<file path="config.mk">
export PLATFORM = sky130hd
export DESIGN_NAME = sorted_list_insert_delete
export DESIGN_NICKNAME = d
export VERILOG_FILES = /design/src/rtl/slid_pkg.sv /design/src/rtl/sorted_list_insert_delete.sv /design/src/rtl/slid_cell.sv
export VERILOG_INCLUDE_DIRS = /design/src /design/src/rtl
export SDC_FILE = /design/constraint.sdc
export NUM_CORES = 2
export LEC_CHECK = 0
export BUFFER_PORTS_ARGS = -buffer_cell sky130_fd_sc_hd__clkbuf_2
export CORE_ASPECT_RATIO = 0.8
export CORE_MARGIN = 3
export CORE_UTILIZATION = 58
export DETAILED_ROUTE_END_ITERATION = 12
export PLACE_DENSITY = 0.73
export SYNTH_ARGS = -nofsm -noshare
export SYNTH_HDL_FRONTEND = slang
export SYNTH_SLANG_ARGS = --single-unit
</file>
<file path="constraint.sdc">
create_clock -name clk -period 5.3 [get_ports clk]
set_input_delay 0.265 -clock clk [delete_from_list [all_inputs] [get_ports clk]]
set_output_delay 0.265 -clock clk [all_outputs]
set_load 0.01 [all_outputs]
</file>
<file path="src/rtl/sorted_list_insert_delete_assert.svh">
// Assertion macros for the sorted list insert/delete block
`ifndef SORTED_LIST_INSERT_DELETE_ASSERT_SVH
`define SORTED_LIST_INSERT_DELETE_ASSERT_SVH

`ifndef ASSERT_OFF
// plain property, checked on every clock outside reset
`define SLID_ASSERT(label, prop, msg) \
  label: assert property (@(posedge clk) disable iff (!rst_n) (prop)) else $error(msg);
// same-cycle implication
`define SLID_ASSERT_IMPL(label, ante, cons, msg) \
  label: assert property (@(posedge clk) disable iff (!rst_n) (ante) |-> (cons)) \
    else $error(msg);
// next-cycle implication
`define SLID_ASSERT_NEXT(label, ante, cons, msg) \
  label: assert property (@(posedge clk) disable iff (!rst_n) (ante) |=> (cons)) \
    else $error(msg);
`else
`define SLID_ASSERT(label, prop, msg)
`define SLID_ASSERT_IMPL(label, ante, cons, msg)
`define SLID_ASSERT_NEXT(label, ante, cons, msg)
`endif

`endif

</file>
<file path="src/rtl/slid_pkg.sv">
// Shared types and constants for the sorted list insert/delete block
package slid_pkg;

  localparam int VAL_W = 32;
  localparam int OCC_W = 5;

  localparam logic CMD_INSERT = 1'b0;
  localparam logic CMD_DELETE = 1'b1;

  typedef enum logic [1:0] {
    ST_OK        = 2'd0,
    ST_NOT_FOUND = 2'd1,
    ST_FULL      = 2'd2
  } slid_status_t;

  // operation broadcast to every cell of the row
  typedef struct packed {
    logic                    op_ins;
    logic                    op_del;
    logic signed [VAL_W-1:0] value;
  } slid_bcast_t;

endpackage

</file>
<file path="src/rtl/sorted_list_insert_delete.sv">
// Top level: sorted store of signed values built as a row of compare/shift cells
// A result is valid in the output register in the cycle after its request is accepted.
// One request per cycle while in_stall is low; the whole row compares and shifts in the
//   accept cycle, and the delete match ripples through every cell in that same cycle.
// Reset (synchronous, active low) clears the count and the output valid; cell contents
//   stay undefined until written and are never read beyond the count.
`include "sorted_list_insert_delete_assert.svh"

module sorted_list_insert_delete #(
  parameter int CAPACITY = 16
) (
  input  logic                              clk,
  input  logic                              rst_n,
  // request channel
  input  logic                              in_valid,
  output logic                              in_stall,
  input  logic                              in_cmd,
  input  logic signed [slid_pkg::VAL_W-1:0] in_value,
  // result channel
  output logic                              out_valid,
  input  logic                              out_stall,
  output logic [1:0]                        out_status,
  output logic [slid_pkg::OCC_W-1:0]        out_occupancy,
  output logic signed [slid_pkg::VAL_W-1:0] out_smallest
);
  import slid_pkg::*;

  localparam int CNT_W = $clog2(CAPACITY + 1);

  // stored value count
  logic [CNT_W-1:0] count_r;
  logic [CNT_W-1:0] count_nxt;

  // output register
  logic                    out_valid_r;
  logic                    out_valid_nxt;
  slid_status_t            out_status_r;
  slid_status_t            status_nxt;
  logic [OCC_W-1:0]        out_occ_r;
  logic signed [VAL_W-1:0] out_small_r;
  logic signed [VAL_W-1:0] small_nxt;

  logic        accept;
  logic        full;
  logic        found;
  slid_bcast_t bcast;

  // cell row wiring
  logic signed [VAL_W-1:0] val_w      [CAPACITY];
  logic signed [VAL_W-1:0] val_nxt_w  [CAPACITY];
  logic signed [VAL_W-1:0] left_val_w [CAPACITY];
  logic signed [VAL_W-1:0] right_val_w[CAPACITY];
  logic                    left_ge_w  [CAPACITY];
  logic                    ge_w       [CAPACITY];
  logic                    valid_w    [CAPACITY];
  logic                    hit_w      [CAPACITY+1];

  // a new request enters when the output register is empty or being drained
  assign in_stall = out_valid_r && out_stall;
  assign accept   = in_valid && !in_stall;
  assign full     = (count_r == CNT_W'(CAPACITY));

  // refused inserts never reach the cells
  assign bcast.op_ins = accept && (in_cmd == CMD_INSERT) && !full;
  assign bcast.op_del = accept && (in_cmd == CMD_DELETE);
  assign bcast.value  = in_value;

  assign hit_w[0] = 1'b0;

  genvar g;
  generate
    for (g = 0; g < CAPACITY; g++) begin : g_cell
      assign valid_w[g] = (CNT_W'(g) < count_r);

      // insert shifts right from the left neighbor; head cell has none
      if (g == 0) begin : g_head
        assign left_val_w[g] = '0;
        assign left_ge_w[g]  = 1'b0;
      end else begin : g_body
        assign left_val_w[g] = val_w[g-1];
        assign left_ge_w[g]  = ge_w[g-1];
      end

      // delete pulls from the right neighbor; the tail refills with its own value
      if (g == CAPACITY - 1) begin : g_tail
        assign right_val_w[g] = val_w[g];
      end else begin : g_mid
        assign right_val_w[g] = val_w[g+1];
      end

      slid_cell u_cell (
        .clk       (clk),
        .bcast     (bcast),
        .valid     (valid_w[g]),
        .left_val  (left_val_w[g]),
        .left_ge   (left_ge_w[g]),
        .right_val (right_val_w[g]),
        .hit_in    (hit_w[g]),
        .val       (val_w[g]),
        .val_nxt   (val_nxt_w[g]),
        .ge        (ge_w[g]),
        .hit_out   (hit_w[g+1])
      );
    end
  endgenerate

  assign found = hit_w[CAPACITY];

  // count update and status
  always_comb begin
    count_nxt  = count_r;
    status_nxt = ST_OK;
    if (accept) begin
      if (in_cmd == CMD_INSERT) begin
        if (full) begin
          status_nxt = ST_FULL;
        end else begin
          count_nxt = count_r + CNT_W'(1);
        end
      end else begin
        if (found) begin
          count_nxt = count_r - CNT_W'(1);
        end else begin
          status_nxt = ST_NOT_FOUND;
        end
      end
    end
  end

  // smallest is the head cell's next content, zero when the store empties
  assign small_nxt     = (count_nxt != '0) ? val_nxt_w[0] : '0;
  assign out_valid_nxt = accept || (out_valid_r && out_stall);

  always_ff @(posedge clk) begin
    if (!rst_n) begin
      count_r     <= '0;
      out_valid_r <= 1'b0;
    end else begin
      count_r     <= count_nxt;
      out_valid_r <= out_valid_nxt;
    end
  end

  // result payload loads only on accept, so a stalled result holds
  always_ff @(posedge clk) begin
    if (accept) begin
      out_status_r <= status_nxt;
      out_occ_r    <= OCC_W'(count_nxt);
      out_small_r  <= small_nxt;
    end
  end

  assign out_valid     = out_valid_r;
  assign out_status    = out_status_r;
  assign out_occupancy = out_occ_r;
  assign out_smallest  = out_small_r;

  // ---------------------------------------------------------------------------
  // Assertions
  // ---------------------------------------------------------------------------
  `SLID_ASSERT(a_count_bound, count_r <= CNT_W'(CAPACITY), "count above capacity")
  `SLID_ASSERT_NEXT(a_full_refused, accept && (in_cmd == CMD_INSERT) && full,
    (out_status_r == ST_FULL) && (count_r == $past(count_r)), "full insert not refused")
  `SLID_ASSERT_NEXT(a_insert_grows, accept && (in_cmd == CMD_INSERT) && !full,
    (out_status_r == ST_OK) && (count_r == $past(count_r) + CNT_W'(1)), "insert count slip")
  `SLID_ASSERT_IMPL(a_empty_zero, out_valid_r && (out_occ_r == '0),
    out_small_r == '0, "smallest not zero on empty store")

endmodule

</file>
<file path="src/rtl/slid_cell.sv">
// One storage cell of the sorted row: compare, shift right on insert, shift left on delete
module slid_cell (
  input  logic                             clk,
  input  slid_pkg::slid_bcast_t            bcast,
  input  logic                             valid,
  input  logic signed [slid_pkg::VAL_W-1:0] left_val,
  input  logic                             left_ge,
  input  logic signed [slid_pkg::VAL_W-1:0] right_val,
  input  logic                             hit_in,
  output logic signed [slid_pkg::VAL_W-1:0] val,
  output logic signed [slid_pkg::VAL_W-1:0] val_nxt,
  output logic                             ge,
  output logic                             hit_out
);
  import slid_pkg::*;

  logic signed [VAL_W-1:0] value_r;
  logic signed [VAL_W-1:0] value_nxt;

  // cell holds a value not below the request: insert point is here or left
  assign ge      = valid && (value_r >= bcast.value);
  // match seen here or anywhere to the left
  assign hit_out = hit_in || (valid && (value_r == bcast.value));

  always_comb begin
    value_nxt = value_r;
    if (bcast.op_ins) begin
      if (left_ge) begin
        value_nxt = left_val;
      end else if (!valid || ge) begin
        value_nxt = bcast.value;
      end
    end else if (bcast.op_del) begin
      if (hit_out) begin
        value_nxt = right_val;
      end
    end
  end

  always_ff @(posedge clk) begin
    value_r <= value_nxt;
  end

  assign val     = value_r;
  assign val_nxt = value_nxt;

endmodule
</file>
==> summary.txt <==
Floorplan
  • Placement Rows: 86
  • Initial Util: 0.593
  • I/O pin total: 78
  • Die Y: approximately 240 um
  • Die Area: about 0.074 mm^2
  • Die width: roughly 300 um
  • Core footprint: approximately 0.070 mm^2

Synthesis
  • Sequential element share of the synthesized area: 0.396
  • EDFF count, synth: 519
  • Count leader, synth: edfxtp_1
  • Top cell type's share of synthesized area: 0.378
  • Syn Area/Cell: 9.69 um^2
  • Mapped Nets: just under 5000
  • Largest area contributor in the netlist: edfxtp_1
  • Distinct cells, synth: 80
  • Mapped Area: between 0.04 and 0.05 mm^2
  • Async SR Flop Fraction: 0
  • Synth Register Bits: 557
  • Synth Warn #: 0
  • Top cells by count, synth: 519 x edfxtp_1, 516 x ha_1, 335 x nand2_1
  • Primary FF master, synth: edfxtp_1
  • Top cells by area, synth: edfxtp_1 38%, ha_1 16%, nand4_1 4.8%, mux2i_1 4.7%, o21ai_0 3.4%
  • Post-Syn Instances: about 4300

Setup path
  • Reg2reg end: out_smallest[24]
  • Reg2reg setup slack: between 800 and 900 ps
  • Critical path capture point type: flip-flop
  • Crit path required time: 5680 ps
  • CP startpoint kind: flip-flop
  • R2R depth: 11
  • Worst r2r src: g_cell[11].u_cell.val[31]
  • Crit Path Class: reg -> reg
  • Crit Path Max Fanout: 32
  • Crit path DAT: 4810 ps

Clock network
  • Setup bufs post-CTS: 0
  • Clock latency on the worst-skew pair: about 650 ps
  • Max Root-Sink Buffers: 3
  • Reg clk slew, reported paths: about 60 ps
  • CTS tree: built
  • Clk root buf: clkbuf_16
  • Num CTS Buffers: between 50 and 60
  • Clock tree sinks: approximately 560
  • H-tree depth: 2

STA
  • Peak Freq: about 230 MHz
  • Slew HR: 0.142
  • Worst-Margin Slew: ~1300 ps
  • Max Slew Vio Count: 0
  • Final setup violation count: 0
  • Fin Clk Skew: approximately 17 ps
  • Crit share post-route: 0.836
  • Final hold vios: 0
  • RSZ-0062 raised after global routing: false
  • WHS: between 100 and 150 ps
  • Final WS setup: 869 ps
  • Tmin final: ~4400 ps

Global route
  • Pin count of the biggest net entering global routing: about 180
  • Global-route wire length before repair: slightly above 200000 um
  • GRT Total Usage: 0.342
  • Vias in the first global route: between 30000 and 40000
  • Initial antenna violation count: 0
  • GR Overflow Total: 0

Routing
  • 1st-iter DRT viols: between 4000 and 5000
  • DRT Pass-1 Iters: 6
  • Final wirelength: 132000 um
  • Antenna Nets Post-Route: 0
  • WL per Instance: about 26 um
  • DR vias/cell: 7.03
  • DR DRC count: 0
  • DR vias: 36300

Final layout
  • Nets: approximately 4800
  • Fraction of layout cells with a size suffix above 1: 0.101
  • # fillers: between 5000 and 6000
  • Diodes inserted: 0
  • Design area: about 0.045 mm^2
  • Final core utilization: 0.647
  • Area Overhead vs Synth: 9.15%

Job
  • Max cap viols: 0

Hold path
  • Hold path cells: 2
  • Worst hold start: rst_n
  • Min-Delay Endpoint: count_r[1]
  • Hold Crit Class: in -> reg

Pwr
  • Pwr Total: around 14000 uW
  • Maximum vdd drop: approximately 0.29 mV
  • Static Leak: 0.0181 uW
  • Pwr Density: a little over 300 mW/mm^2

Place
  • # port buffers: between 70 and 80
  • Setup WS pre-CTS: between 400 and 500 ps
  • RePlAce Congestion: about 1.0
  • Placed cell areas: about 0.043 mm^2
  • Detailed Place HPWL: 98200 um

Run status
  • Status: finished clean
==> what timing repair did <==
item,4_1_cts,5_1_grt
hold buffers,2,0
endpoints found under the hold margin,1,0
gates resized for setup,0,0
==> cells in the final DEF (no fill, tap or decap), types with 77 or more instances in the layout <==
cell	Yosys	final
a21o_1	136	136
a21oi_1	238	232
a31oi_1	205	201
buf_4	0	123
clkbuf_2	0	77
edfxtp_1	519	519
ha_1	516	516
inv_1	104	103
mux2i_1	195	195
nand2_1	335	334
nand3_1	79	79
nand4_1	319	319
nor2_1	306	303
o21ai_0	278	277
o31ai_1	166	165
==> sequential cells by signal, summed over array words and instances, names as in the netlist <==
| register | cells |
|---|---|
| out_smallest | 32 |
| out_status | 2 |
| g_cell.u_cell.val | 512 |
| count_r | 5 |
| out_occupancy | 5 |
| out_valid | 1 |
==> worst max-delay path, stage by stage (launching register included) <==
cell and delay [ps]:
edfxtp_1 500, ha_1 530, nand4_1 200, nor4_1 770
or4bb_1 550, o2111a_2 260, and4_4 200, a211oi_1 310
o211ai_1 190, nor4_4 260, buf_12 300, a211oi_2 60
==> worst max-delay path by stage <==
stage,start,to,slack (ps),depth (start not counted)
after CTS,g_cell[11].u_cell.val[31],out_smallest[15],940,11
final,g_cell[11].u_cell.val[31],out_smallest[24],870,11
after global routing,g_cell[11].u_cell.val[31],out_smallest[16],680,11
after detailed placement,in_value[25],out_smallest[24],430,13
after floorplan,out_valid,g_cell[3].u_cell.val[0],-230,6
after global placement,in_value[26],out_smallest[16],530,13
==> through the flow <==
stage	cells	TNS, ps
after global routing	5172	0
after CTS	5172	0
after floorplan	4257	-14990
after global placement	5060	0
after detailed placement	5060	0
final	5172	0
==> cell type report <==
class,count,area (um^2),share of cell area
Timing Repair Buffer,208,1450,0.0322
Sequential cell,557,16300,0.363
Clock buffer,80,1730,0.0384
Multi-Input combinational cell,3269,23600,0.523
Inverter,104,390,0.00867
Clock inverter,30,392,0.00870
Tap cell,924,1160,0.0257
==> where the power goes <==
part | total, uW | internal, uW | switching [uW]
registers | 5620 | 5310 | 305
logic | 3730 | 1310 | 2420
clock network | 4620 | 2720 | 1900
total | 14000 | 9340 | 4620
==> layer usage <==
layer | global-route usage | vias to the layer above | routed length [um]
li1 | - | 16500 | -
met1 | 0.518 | 17400 | 57700
met2 | 0.484 | 2173 | 54400
met3 | 0.0947 | 199 | 17600
met4 | 0.0783 | 0 | 2580
met5 | 0 | - | 0
==> kinds of logic (layout without fill, tap and decap cells) <==
family	after synthesis	count (layout)	synth area share
AOI/OAI and AO/OA	1306	1306	0.206
xor gates and xnor gates	1	1	0.000394
adders and majority gates	516	516	0.156
buffers and inverters	431	422	0.0401
DFF	557	557	0.396
muxes	227	227	0.0560
and+or+nand+nor	1219	1219	0.145
(Power assumes the default switching activity.)
